## config.mk

```make
export PLATFORM = sky130hd
export DESIGN_NAME = rolling_zscore_spike_detector_core
export DESIGN_NICKNAME = d
export VERILOG_FILES = /design/src/sv/rzsd_pkg.sv /design/src/sv/rzsd_ram.sv /design/src/sv/rzsd_mac.sv /design/src/sv/rolling_zscore_spike_detector_core.sv
export SDC_FILE = /design/constraint.sdc
export NUM_CORES = 2
export LEC_CHECK = 0
export ABC_AREA = 0
export BUFFER_PORTS_ARGS = -buffer_cell sky130_fd_sc_hd__buf_2
export CAP_MARGIN = 40
export CORE_ASPECT_RATIO = 0.8
export CORE_MARGIN = 2
export CORE_UTILIZATION = 45
export CTS_BUF_LIST = sky130_fd_sc_hd__clkbuf_16
export DETAILED_ROUTE_END_ITERATION = 7
export PLACE_DENSITY = 0.66
export SLEW_MARGIN = 25
export SYNTH_ARGS = -nofsm -noshare
export SYNTH_HDL_FRONTEND = slang
export SYNTH_SLANG_ARGS = --single-unit
```

## constraint.sdc

```tcl
create_clock -name clock -period 16 [get_ports clock]
set_input_delay 0.8 -clock clock [delete_from_list [all_inputs] [get_ports clock]]
set_output_delay 0.8 -clock clock [all_outputs]
set_load 0.005 [all_outputs]
```

## src/sv/rzsd_pkg.sv

```systemverilog
`timescale 1ns / 1ps

package rzsd_pkg;

   localparam int WINDOW_MAX_DEF  = 32;
   localparam int SAMPLE_BITS_DEF = 16;

   localparam int CSR_INDEX_W = 1;
   localparam int CSR_DATA_W  = 8;
   localparam int WLEN_W      = 6;
   localparam int THR_W       = 8;
   localparam int THR_SQ_W    = 2 * THR_W;
   // Q4.4 threshold squared carries a scale of 256
   localparam int DEV_SHIFT   = 8;

   localparam logic [CSR_INDEX_W-1:0] CSR_WINDOW_LENGTH = 1'd0;
   localparam logic [CSR_INDEX_W-1:0] CSR_THRESHOLD     = 1'd1;

   localparam logic [WLEN_W-1:0] WLEN_RESET = 6'd5;
   localparam logic [THR_W-1:0]  THR_RESET  = 8'd48;

   typedef struct packed {
      logic start;
      logic wide;
   } mac_cmd_type;

endpackage

```

## src/sv/rzsd_ram.sv

```systemverilog
`timescale 1ns / 1ps

module rzsd_ram #(
   parameter int WIDTH = 16,
   parameter int DEPTH = 32,
   localparam int AW = (DEPTH > 1) ? $clog2(DEPTH) : 1
) (
   input  logic             clock,
   input  logic             wr_en,
   input  logic [AW-1:0]    wr_addr,
   input  logic [WIDTH-1:0] wr_data,
   input  logic             rd_en,
   input  logic [AW-1:0]    rd_addr,
   output logic [WIDTH-1:0] rd_data
);

   logic [WIDTH-1:0] mem_ff [DEPTH];
   logic [WIDTH-1:0] rd_data_ff;

   always_ff @(posedge clock) begin
      if (wr_en) begin
         mem_ff[wr_addr] <= wr_data;
      end
      if (rd_en) begin
         rd_data_ff <= mem_ff[rd_addr];
      end
   end

   assign rd_data = rd_data_ff;

endmodule

```

## src/sv/rzsd_mac.sv

```systemverilog
`timescale 1ns / 1ps

module rzsd_mac
   import rzsd_pkg::*;
#(
   parameter int A_W = 41,
   parameter int B_W = 22,
   localparam int P_W = A_W + B_W
) (
   input  logic              clock,
   input  logic              reset,
   input  mac_cmd_type       cmd,
   input  logic [A_W-1:0]    a,
   input  logic [B_W-1:0]    b,
   output logic              done,
   output logic [P_W-1:0]    product
);

   localparam int NL    = (A_W + B_W - 1) / B_W;
   localparam int AP_W  = NL * B_W;
   localparam int CNT_W = $clog2(NL + 1);
   localparam int PP_W  = 2 * B_W;

   logic [AP_W-1:0]  a_ff, a_in;
   logic [B_W-1:0]   b_ff, b_in;
   logic [CNT_W-1:0] cnt_ff, cnt_in;
   logic [PP_W-1:0]  pp_ff, pp_in;
   logic             pp_vld_ff, pp_vld_in;
   logic             pp_last_ff, pp_last_in;
   logic [P_W-1:0]   acc_ff, acc_in;
   logic [P_W-1:0]   acc_sum_c;

   // limbs of a go most significant first, Horner style
   assign acc_sum_c = (acc_ff << B_W) + P_W'(pp_ff);
   assign product   = acc_sum_c;
   assign done      = pp_vld_ff && pp_last_ff;

   always_comb begin
      a_in       = a_ff;
      b_in       = b_ff;
      cnt_in     = cnt_ff;
      pp_in      = pp_ff;
      pp_vld_in  = 1'b0;
      pp_last_in = pp_last_ff;
      acc_in     = acc_ff;
      if (cmd.start) begin
         a_in   = cmd.wide ? AP_W'(a) : (AP_W'(a) << (AP_W - B_W));
         b_in   = b;
         cnt_in = cmd.wide ? CNT_W'(NL) : CNT_W'(1);
         acc_in = '0;
      end else begin
         if (cnt_ff != '0) begin
            pp_in      = PP_W'(a_ff[AP_W-1 -: B_W]) * PP_W'(b_ff);
            a_in       = a_ff << B_W;
            cnt_in     = cnt_ff - 1'b1;
            pp_vld_in  = 1'b1;
            pp_last_in = (cnt_ff == CNT_W'(1));
         end
         if (pp_vld_ff) begin
            acc_in = acc_sum_c;
         end
      end
   end

   always_ff @(posedge clock) begin
      if (reset) begin
         cnt_ff     <= '0;
         pp_vld_ff  <= 1'b0;
         pp_last_ff <= 1'b0;
      end else begin
         cnt_ff     <= cnt_in;
         pp_vld_ff  <= pp_vld_in;
         pp_last_ff <= pp_last_in;
      end
      a_ff   <= a_in;
      b_ff   <= b_in;
      pp_ff  <= pp_in;
      acc_ff <= acc_in;
   end

   a_start_idle: assert property (@(posedge clock) disable iff (reset)
      cmd.start |-> (cnt_ff == '0 && !pp_vld_ff))
      else $error("multiply started while busy");

   a_done_pulse: assert property (@(posedge clock) disable iff (reset)
      done |=> !done)
      else $error("done held longer than one cycle");

   a_pp_source: assert property (@(posedge clock) disable iff (reset)
      pp_vld_ff |-> $past(cnt_ff) != '0)
      else $error("partial product without a pending limb");

endmodule

```

## src/sv/rolling_zscore_spike_detector_core.sv

```systemverilog
`timescale 1ns / 1ps
// channel   dir   handshake                 payload
// req_      in    req_valid / req_stall     req_sample
// rsp_      out   rsp_valid / rsp_stall     rsp_spike, rsp_history_ready
// csr_      in    csr_valid / csr_ready     csr_index, csr_data
//
// One item at a time through one shared limb multiplier. While the window fills only
// the new sample is squared; when the window variance is zero the deviation and
// threshold products are skipped.
// Reset (synchronous) clears the window; history ram contents are not cleared.
// A held result does not block the next item; finishing waits on a stalled result.

module rolling_zscore_spike_detector_core
   import rzsd_pkg::*;
#(
   parameter int WINDOW_MAX  = WINDOW_MAX_DEF,
   parameter int SAMPLE_BITS = SAMPLE_BITS_DEF
) (
   input  logic                          clock,
   input  logic                          reset,
   input  logic                          req_valid,
   output logic                          req_stall,
   input  logic signed [SAMPLE_BITS-1:0] req_sample,
   output logic                          rsp_valid,
   input  logic                          rsp_stall,
   output logic                          rsp_spike,
   output logic                          rsp_history_ready,
   input  logic                          csr_valid,
   output logic                          csr_ready,
   input  logic [CSR_INDEX_W-1:0]        csr_index,
   input  logic [CSR_DATA_W-1:0]         csr_data
);

   localparam int SB   = SAMPLE_BITS;
   localparam int WL   = $clog2(WINDOW_MAX);
   localparam int AW   = WL;
   localparam int NW   = $clog2(WINDOW_MAX + 1);
   localparam int S_W  = SB + WL;
   localparam int Q_W  = 2 * SB - 1 + WL;
   localparam int DM_W = SB + WL + 1;
   localparam int DS_W = DM_W + 1;
   localparam int V_W  = 2 * SB - 1 + 2 * WL;
   localparam int X2_W = 2 * SB;
   localparam int A_W  = V_W;
   localparam int B_W  = (DM_W > THR_SQ_W) ? DM_W : THR_SQ_W;
   localparam int P_W  = A_W + B_W;

   typedef enum logic [3:0] {
      ST_IDLE, ST_NX, ST_S2, ST_NQ, ST_D2, ST_MM, ST_MV, ST_X2, ST_O2, ST_UPD
   } state_type;

   state_type               state_ff, state_in;
   logic                    issued_ff, issued_in;
   logic [WLEN_W-1:0]       wlen_ff, wlen_in;
   logic [THR_W-1:0]        thr_ff, thr_in;
   logic [AW-1:0]           wp_ff, wp_in;
   logic [NW-1:0]           seen_ff, seen_in;
   logic signed [S_W-1:0]   sum_ff, sum_in;
   logic [Q_W-1:0]          sq_ff, sq_in;
   logic signed [SB-1:0]    x_ff, x_in;
   logic [NW-1:0]           n_ff, n_in;
   logic                    ready_ff, ready_in;
   logic [DM_W-1:0]         dmag_ff, dmag_in;
   logic [V_W-1:0]          s2_ff, s2_in;
   logic [V_W-1:0]          v_ff, v_in;
   logic [2*DM_W-1:0]       d2_ff, d2_in;
   logic [THR_SQ_W-1:0]     mm_ff, mm_in;
   logic                    spike_ff, spike_in;
   logic [X2_W-1:0]         x2_ff, x2_in;
   logic [X2_W-1:0]         o2_ff, o2_in;
   logic                    rsp_valid_ff, rsp_valid_in;
   logic                    rsp_spike_ff, rsp_spike_in;
   logic                    rsp_hist_ff, rsp_hist_in;

   logic                    req_fire, csr_fire, upd_fire;
   logic [NW-1:0]           n_c;
   logic [AW:0]             old_sum_c;
   logic [AW-1:0]           rd_addr_c;
   logic [SB-1:0]           ov_raw;
   logic signed [SB-1:0]    ov_c;
   logic [SB-1:0]           xmag_c, ovmag_c;
   logic [S_W-1:0]          smag_c;
   logic signed [DS_W-1:0]  pm_c, nx_c, d_c;
   logic [V_W-1:0]          v_c;
   mac_cmd_type             mac_cmd;
   logic [A_W-1:0]          mac_a;
   logic [B_W-1:0]          mac_b;
   logic                    mac_done;
   logic [P_W-1:0]          mac_product;

   assign req_stall         = (state_ff != ST_IDLE);
   assign csr_ready         = (state_ff == ST_IDLE);
   assign req_fire          = req_valid && (state_ff == ST_IDLE);
   assign csr_fire          = csr_valid && csr_ready;
   assign upd_fire          = (state_ff == ST_UPD) && (!rsp_valid_ff || !rsp_stall);
   assign rsp_valid         = rsp_valid_ff;
   assign rsp_spike         = rsp_spike_ff;
   assign rsp_history_ready = rsp_hist_ff;

   assign ov_c    = ov_raw;
   assign xmag_c  = x_ff[SB-1] ? -x_ff : x_ff;
   assign ovmag_c = ov_c[SB-1] ? -ov_c : ov_c;
   assign smag_c  = sum_ff[S_W-1] ? -sum_ff : sum_ff;

   always_comb begin
      if (wlen_ff == '0) begin
         n_c = NW'(1);
      end else if (32'(wlen_ff) > 32'(WINDOW_MAX)) begin
         n_c = NW'(WINDOW_MAX);
      end else begin
         n_c = NW'(wlen_ff);
      end
      old_sum_c = {1'b0, wp_ff} + (AW+1)'(WINDOW_MAX) - (AW+1)'(n_c);
      if (old_sum_c >= (AW+1)'(WINDOW_MAX)) begin
         rd_addr_c = AW'(old_sum_c - (AW+1)'(WINDOW_MAX));
      end else begin
         rd_addr_c = AW'(old_sum_c);
      end
   end

   always_comb begin
      pm_c = DS_W'(mac_product);
      nx_c = x_ff[SB-1] ? -pm_c : pm_c;
      d_c  = nx_c - DS_W'(sum_ff);
      v_c  = V_W'(mac_product) - s2_ff;
   end

   always_comb begin
      mac_cmd.start = (state_ff inside {ST_NX, ST_S2, ST_NQ, ST_D2, ST_MM, ST_MV,
                                        ST_X2, ST_O2}) && !issued_ff;
      mac_cmd.wide  = 1'b0;
      mac_a         = '0;
      mac_b         = '0;
      case (state_ff)
         ST_NX: begin
            mac_a = A_W'(xmag_c);
            mac_b = B_W'(n_ff);
         end
         ST_S2: begin
            mac_a = A_W'(smag_c);
            mac_b = B_W'(smag_c);
         end
         ST_NQ: begin
            mac_a        = A_W'(sq_ff);
            mac_b        = B_W'(n_ff);
            mac_cmd.wide = 1'b1;
         end
         ST_D2: begin
            mac_a = A_W'(dmag_ff);
            mac_b = B_W'(dmag_ff);
         end
         ST_MM: begin
            mac_a = A_W'(thr_ff);
            mac_b = B_W'(thr_ff);
         end
         ST_MV: begin
            mac_a        = A_W'(v_ff);
            mac_b        = B_W'(mm_ff);
            mac_cmd.wide = 1'b1;
         end
         ST_X2: begin
            mac_a = A_W'(xmag_c);
            mac_b = B_W'(xmag_c);
         end
         ST_O2: begin
            mac_a = A_W'(ovmag_c);
            mac_b = B_W'(ovmag_c);
         end
         default: begin
         end
      endcase
   end

   always_comb begin
      state_in     = state_ff;
      issued_in    = issued_ff;
      wlen_in      = wlen_ff;
      thr_in       = thr_ff;
      wp_in        = wp_ff;
      seen_in      = seen_ff;
      sum_in       = sum_ff;
      sq_in        = sq_ff;
      x_in         = x_ff;
      n_in         = n_ff;
      ready_in     = ready_ff;
      dmag_in      = dmag_ff;
      s2_in        = s2_ff;
      v_in         = v_ff;
      d2_in        = d2_ff;
      mm_in        = mm_ff;
      spike_in     = spike_ff;
      x2_in        = x2_ff;
      o2_in        = o2_ff;
      rsp_valid_in = rsp_valid_ff && rsp_stall;
      rsp_spike_in = rsp_spike_ff;
      rsp_hist_in  = rsp_hist_ff;

      if (mac_cmd.start) begin
         issued_in = 1'b1;
      end else if (mac_done) begin
         issued_in = 1'b0;
      end

      if (csr_fire) begin
         case (csr_index)
            CSR_WINDOW_LENGTH: begin
               wlen_in = csr_data[WLEN_W-1:0];
               wp_in   = '0;
               seen_in = '0;
               sum_in  = '0;
               sq_in   = '0;
            end
            CSR_THRESHOLD: begin
               thr_in = csr_data[THR_W-1:0];
            end
            default: begin
            end
         endcase
      end

      case (state_ff)
         ST_IDLE: begin
            if (req_fire) begin
               x_in     = req_sample;
               n_in     = n_c;
               ready_in = (seen_ff >= n_c);
               spike_in = 1'b0;
               state_in = (seen_ff >= n_c) ? ST_NX : ST_X2;
            end
         end
         ST_NX: begin
            if (mac_done) begin
               dmag_in  = DM_W'(d_c[DS_W-1] ? -d_c : d_c);
               state_in = ST_S2;
            end
         end
         ST_S2: begin
            if (mac_done) begin
               s2_in    = V_W'(mac_product);
               state_in = ST_NQ;
            end
         end
         ST_NQ: begin
            if (mac_done) begin
               v_in     = v_c;
               state_in = (v_c == '0) ? ST_X2 : ST_D2;
            end
         end
         ST_D2: begin
            if (mac_done) begin
               d2_in    = (2*DM_W)'(mac_product);
               state_in = ST_MM;
            end
         end
         ST_MM: begin
            if (mac_done) begin
               mm_in    = THR_SQ_W'(mac_product);
               state_in = ST_MV;
            end
         end
         ST_MV: begin
            if (mac_done) begin
               spike_in = P_W'({d2_ff, {DEV_SHIFT{1'b0}}}) > mac_product;
               state_in = ST_X2;
            end
         end
         ST_X2: begin
            if (mac_done) begin
               x2_in    = X2_W'(mac_product);
               state_in = ready_ff ? ST_O2 : ST_UPD;
            end
         end
         ST_O2: begin
            if (mac_done) begin
               o2_in    = X2_W'(mac_product);
               state_in = ST_UPD;
            end
         end
         ST_UPD: begin
            if (upd_fire) begin
               sum_in       = sum_ff + S_W'(x_ff) - (ready_ff ? S_W'(ov_c) : S_W'(0));
               sq_in        = sq_ff + Q_W'(x2_ff) - (ready_ff ? Q_W'(o2_ff) : Q_W'(0));
               wp_in        = (wp_ff == AW'(WINDOW_MAX - 1)) ? '0 : wp_ff + 1'b1;
               seen_in      = (seen_ff < NW'(WINDOW_MAX)) ? seen_ff + 1'b1 : seen_ff;
               rsp_valid_in = 1'b1;
               rsp_spike_in = spike_ff;
               rsp_hist_in  = ready_ff;
               state_in     = ST_IDLE;
            end
         end
         default: begin
            state_in = ST_IDLE;
         end
      endcase
   end

   always_ff @(posedge clock) begin
      if (reset) begin
         state_ff     <= ST_IDLE;
         issued_ff    <= 1'b0;
         wlen_ff      <= WLEN_RESET;
         thr_ff       <= THR_RESET;
         wp_ff        <= '0;
         seen_ff      <= '0;
         sum_ff       <= '0;
         sq_ff        <= '0;
         rsp_valid_ff <= 1'b0;
      end else begin
         state_ff     <= state_in;
         issued_ff    <= issued_in;
         wlen_ff      <= wlen_in;
         thr_ff       <= thr_in;
         wp_ff        <= wp_in;
         seen_ff      <= seen_in;
         sum_ff       <= sum_in;
         sq_ff        <= sq_in;
         rsp_valid_ff <= rsp_valid_in;
      end
      x_ff         <= x_in;
      n_ff         <= n_in;
      ready_ff     <= ready_in;
      dmag_ff      <= dmag_in;
      s2_ff        <= s2_in;
      v_ff         <= v_in;
      d2_ff        <= d2_in;
      mm_ff        <= mm_in;
      spike_ff     <= spike_in;
      x2_ff        <= x2_in;
      o2_ff        <= o2_in;
      rsp_spike_ff <= rsp_spike_in;
      rsp_hist_ff  <= rsp_hist_in;
   end

   rzsd_ram #(
      .WIDTH (SB),
      .DEPTH (WINDOW_MAX)
   ) u_history (
      .clock   (clock),
      .wr_en   (upd_fire),
      .wr_addr (wp_ff),
      .wr_data (x_ff),
      .rd_en   (req_fire),
      .rd_addr (rd_addr_c),
      .rd_data (ov_raw)
   );

   rzsd_mac #(
      .A_W (A_W),
      .B_W (B_W)
   ) u_mac (
      .clock   (clock),
      .reset   (reset),
      .cmd     (mac_cmd),
      .a       (mac_a),
      .b       (mac_b),
      .done    (mac_done),
      .product (mac_product)
   );

   a_seen_bound: assert property (@(posedge clock) disable iff (reset)
      32'(seen_ff) <= WINDOW_MAX)
      else $error("sample count beyond window maximum");

   a_wp_bound: assert property (@(posedge clock) disable iff (reset)
      32'(wp_ff) < WINDOW_MAX)
      else $error("write position out of ring");

   a_busy_after_accept: assert property (@(posedge clock) disable iff (reset)
      (req_valid && !req_stall) |=> req_stall)
      else $error("item accepted without entering the sequence");

   a_spike_needs_history: assert property (@(posedge clock) disable iff (reset)
      (rsp_valid && rsp_spike) |-> rsp_history_ready)
      else $error("spike flagged without full window");

   a_done_issued: assert property (@(posedge clock) disable iff (reset)
      mac_done |-> issued_ff)
      else $error("multiply result with no request outstanding");

endmodule
```

Word level (Yosys, flattened, before mapping). Memories as Yosys holds them, arrays and structs flattened. A register that Yosys moved wholly into a read port is not among the register bits. Cells that the tools add are included.

Equal/unequal tests: 22. Bitwise gates (word level): 2. Multiplexer cells: 61. Magnitude comparators: 5. Reductions and logical operators: 37. Add/sub/neg operators: 18. Multiply operators: 1.

Operators with widths (count): $pmux W41 S7 (1); $pmux W22 S7 (1); $mux W36 (4); $mux W44 (3); $mux W21 (6); $add A63 B44 Y63 (1); $gt A52 B63 Y1 (1); $mul A22 B22 Y44 (1); $mux W6 (7); $logic_not A41 Y1 (1); $sub A41 B41 Y41 (1); $mux W4 (10); $pmux W4 S10 (1); $add A36 B32 Y36 (1); $sub A36 B32 Y36 (1); $mux W16 (2); $mux W32 (1); $neg A16 Y16 (2); $mux W5 (6); $reduce_and A2 Y1 (12); $mux W23 (1); $neg A23 Y23 (1); $sub A23 B21 Y23 (1); $mux W22 (1); 39 further kinds (79).

Word-level logic and storage cells: 176. RAM bits: 512. Input bits: 30. Register bits: 497. Memories kept: 1. Output and inout port bits: 5.

Memory list: u_history.mem_ff (depth 32, bits a word 16, rd ports 1, clocked after Yosys merged registers in 1, write ports 1, line rzsd_ram.sv:17) `logic [WIDTH-1:0] mem_ff [DEPTH];`.

Logic depth before layout (Yosys ltp).
Depth after elaboration: 7. Depth in mapped cells: 28. Depth with buffers taken out: 27.

Modules after synthesis. From an unflattened synthesis, not the netlist that was laid out.

Cell total of the unflattened synthesis: 6072. Area total of the unflattened synthesis: 67432.2 um^2.

By module, submodules not included: rolling_zscore_spike_detector_core (cells an instance 2504, area each 23623.9 um^2, sequential area each 9389.0 um^2, times used 1); rzsd_mac (cells an instance 2425, area each 23112.2 um^2, sequential area each 4204.0 um^2, times used 1); rzsd_ram (cells an instance 1143, area each 20696.1 um^2, sequential area each 15855.2 um^2, times used 1).

Least setup slack after synthesis. OpenSTA, ideal clock, no wires.

Kind: flip-flop to flip-flop. Start point: register u_mac.b_ff[4]. End point: register u_mac.pp_ff[43], data pin. Required time: 15.740 ns. Period minus slack after synthesis: 6.768 ns. Arrival: 6.508 ns. Cell stages (with the launch flop): 28. Path slack: 9.232 ns. Setup time: 0.260 ns. Path buffers: 1. Path through: edfxtp_1 -> clkbuf_1 -> and2_1 -> fa_1 -> fa_1 -> inv_1 -> fa_1 -> inv_1 -> fa_1 -> inv_1 -> fa_1 -> inv_1 -> fa_1 -> inv_1 -> fa_1 -> inv_1 -> ha_1 -> a21oi_1 -> o21ai_0 -> a31oi_1 -> a21oi_1 -> nor3_2 -> a2111o_1 -> a31oi_1 -> a31oi_1 -> o21ai_0 -> a21oi_1 -> xnor2_1.

Word-level cells in the longest chain between the ends: 1.

Ends and longest elaborated chain: from (decl) (line rzsd_mac.sv:25) `logic [B_W-1:0] b_ff, b_in;`; from (signal assigned) (line rzsd_mac.sv:76) `b_ff <= b_in;`; $mul A22 B22 Y44 (line rzsd_mac.sv:53) `pp_in = PP_W'(a_ff[AP_W-1 -: B_W]) * PP_W'(b_ff);`; to (signal assigned) (line rzsd_mac.sv:77) `pp_ff <= pp_in;`; to (decl) (line rzsd_mac.sv:27) `logic [PP_W-1:0] pp_ff, pp_in;`.

No other way between the ends. A chain may end at the register's enable or synchronous reset.

Worst setup path after layout. Ends and elaborated chain as after synthesis.

==> flow_summary.yaml <==
outcome:
  outcome: "finished clean"
yosys:
  synth_edf_count: 892
  synthFlopType: "edfxtp_1"
  syn-cell-area_um2: 66100
  synth.largest_area_cell: "edfxtp_1"
  avgSynthCellArea_um2: 11.7
  ys_seq_elements: 1025
  synth-warning-count: 0
  syn_nets: 6489
  async_flop_share_pct: 0
  netlist-cell-type-count: 95
  synth_top_area_share_pct: 40.5
  ys_top_cells_by_area: "edfxtp_1 40%, fa_1 14%, ha_1 6.9%"
  yosysSeqAreaShare_pct: 44.5
  syn_inst: 5639
clock_tree:
  cts_sinks: 1025
  cts_buffers: 107
  cts.clk_slew.worst_paths_ps: 60
  ctsLongestPathBuffers: 3
  hold_buffers: 0
  cts_resized: 0
  postCtsSetupRepairBufs: 0
  clk_latency_ps: 740
  clockRootBuffer: "clkbuf_16"
  cts_tree: "yes"
  h-tree-depth: 3
worst_setup_path:
  worstSetupPathType: "reg -> reg"
  path_buf_inv: 4
  slowest_stage: "edfxtp_1"
  cp.depth: 24
  crit_start: "u_mac.b_ff[4]$_DFFE_PP_"
  reg2reg_from: "u_mac.b_ff[4]$_DFFE_PP_"
  cp_slowest_stage_delay_ps: 900
  reg2reg_depth: 24
  cp_max_fo: 22
  cp.arrival_ps: 8520
  cp_top_family: "adder cells"
  crit_path_frequent_cell: "fa_1"
  critPathLaunchType: "register"
  crit_chain: "and2_1, fa_1, fa_1, inv_1, fa_1, inv_1, ha_1, ha_1, fa_1, inv_1, fa_1, inv_1, ha_1, a211oi_1, o211ai_1, a41oi_1, nor3_1, nor3_2, a2111o_1, a31oi_1, a31oi_1, o21ai_0, a21oi_1, xnor2_1"
  cp-end-kind: "register"
  worstPathRequired_ps: 16480
routing:
  drt_pass1_iterations: 6
  routedWlPerCell_um: 24.2
  drt-total-wl_mm: 189
  drcViolationCount: 0
  detail-route-antenna-nets: 0
  drt_iter0_drc: 5125
  via_per_inst: 5.77
  vias: 44900
final_layout:
  layout_commonest_cell: "edfxtp_1"
  synthToLayoutAreaGrowth_pct: 10.5
  fillers: 12600
  mostFrequentLayoutCells: "892 x edfxtp_1, 789 x inv_1, 497 x nand2_1"
  drive_above_1_share_pct: 11.0
  nets: 6567
sta:
  fin_tns_setup_ps: 0
  fmax_ghz: 0.124
  slew_viol_final: 0
  worst_clock_skew_ps: 63.8
  period_share_pct: 50.3
  worst_slack_ps: 7960
  relSlewSlack_pct: 24.8
  finalCriticalPeriod_ps: 8040
  rsz0062_at_grt: "false"
  worstMarginPinSlew_ps: 1130
  setup_violations: 0
  final_hold_viol_count: 0
floorplanning:
  dieArea_um2: 150000
  rows: 125
  die_w_um: 433
  core_area_um2: 146000
  die_h_um: 347
  start_util_pct: 45.4
  io_pins: 35
worst_hold_path:
  hp-class: "in -> reg"
  hold_start: "req_sample[15]"
  holdPathStages: 1
place:
  place_ws_ps: 7970
  hpwl_mm: 134
  routabilityCongestion: 0.953
  io_buffers: 34
global_route:
  overflow: 0
  grt_start_max_net_pins: 69
  grt_pass1_vias: 44400
  grt_pass1_wl_mm: 285
  grt_antenna_before_repair: 15
  track_usage_pct: 25.3
run:
  max-cap-violations: 0
sequential cells by signal, indices dropped and copies added (netlist names), 6 cells and up:
signal             flops
u_mac.pp_ff           44
x_ff                  16
u_history.mem_ff     512
sum_ff                21
seen_ff                6
thr_ff                 8
dmag_ff               22
s2_ff                 41
sq_ff                 36
u_mac.acc_ff          41
n_ff                   6
u_mac.a_ff            44
o2_ff                 32
mm_ff                 16
wlen_ff                6
u_mac.b_ff            22
u_history.rd_data     16
x2_ff                 32
d2_ff                 44
v_ff                  41
metrics by stage:
step	hold slack [ps]	util, %	area, µm²	cells
3_5_place_dp	406	47.6	69400	7556
2_1_floorplan	400	-	66100	5639
3_3_place_gp	406	47.4	69000	7529
4_1_cts	200	50.0	72800	7757
6_report	242	50.2	73100	7781
5_1_grt	221	50.2	73100	7778
worst reg2reg max path, cell delays in order, from the launching register on:
cell,delay [ps]
edfxtp_1,900
and2_1,260
fa_1,450
fa_1,540
inv_1,70
fa_1,530
inv_1,40
ha_1,280
ha_1,330
fa_1,540
inv_1,60
fa_1,530
inv_1,40
ha_1,360
a211oi_1,280
o211ai_1,170
a41oi_1,600
nor3_1,150
nor3_2,470
a2111o_1,260
a31oi_1,150
a31oi_1,340
o21ai_0,150
a21oi_1,180
xnor2_1,90
final cells by class:
class | count | area [µm²] | share of cell area (%)
repair buffers | 207 | 1700 | 2.33
multi-input cells | 3604 | 33100 | 45.3
clock buffers | 107 | 2680 | 3.66
well taps | 1968 | 2460 | 3.37
inverters | 772 | 2900 | 3.96
clock inverters | 94 | 786 | 1.07
flip-flops and latches | 1025 | 29400 | 40.3
diodes | 4 | 10.0 | 0.0137
synthesized netlist by cell type, types with 24 or more instances:
master and count:
o21ai_0 138, nand4_1 40, nand2b_1 33, nor2_1 284, nor3_1 63, ha_1 367
mux4_2 160, and3_1 24, a31oi_1 35, xnor2_1 179, nor2b_1 31, xor2_1 78
o21a_1 38, nand3_1 84, a21oi_1 228, a22oi_1 47, inv_1 770, a211oi_1 24
and2_1 300, a21o_1 81, nand2_1 498, mux2i_1 48, edfxtp_1 892, o211ai_1 31
fa_1 453, clkbuf_1 212, dfxtp_1 133
worst paths after layout:
check | end | slack, ps
worst max-delay path | u_mac.pp_ff[43]$_DFFE_PP_ | 7960
worst min-delay path | x_ff[15]$_DFFE_PP_ | 240
worst max register to register | u_mac.pp_ff[43]$_DFFE_PP_ | 7960
worst min register to register | rsp_spike$_DFFE_PP_ | 420
metal layers:
layer  wire length (µm)  part of all wire, %  global-route usage, %
met1              80700                   43                   37.1
met2              82600                   44                   37.5
met3              19700                   10                   5.81
met4               5380                  2.9                   7.13
met5                 95                0.050                      0
kinds of logic after synthesis:
kind of cell,count (synthesis),share of synthesized area (%)
muxes,226,6.49
xor gates and xnor gates,257,3.40
and+or+nand+nor,1464,10.8
AOI/OAI and AO/OA,837,8.40
DFF,1025,44.5
adders and majority gates,820,20.7
buffers and inverters,1010,5.74
Power is not shown: default switching activity piles up to over one toggle a cycle in this logic, so the estimate is an artifact.
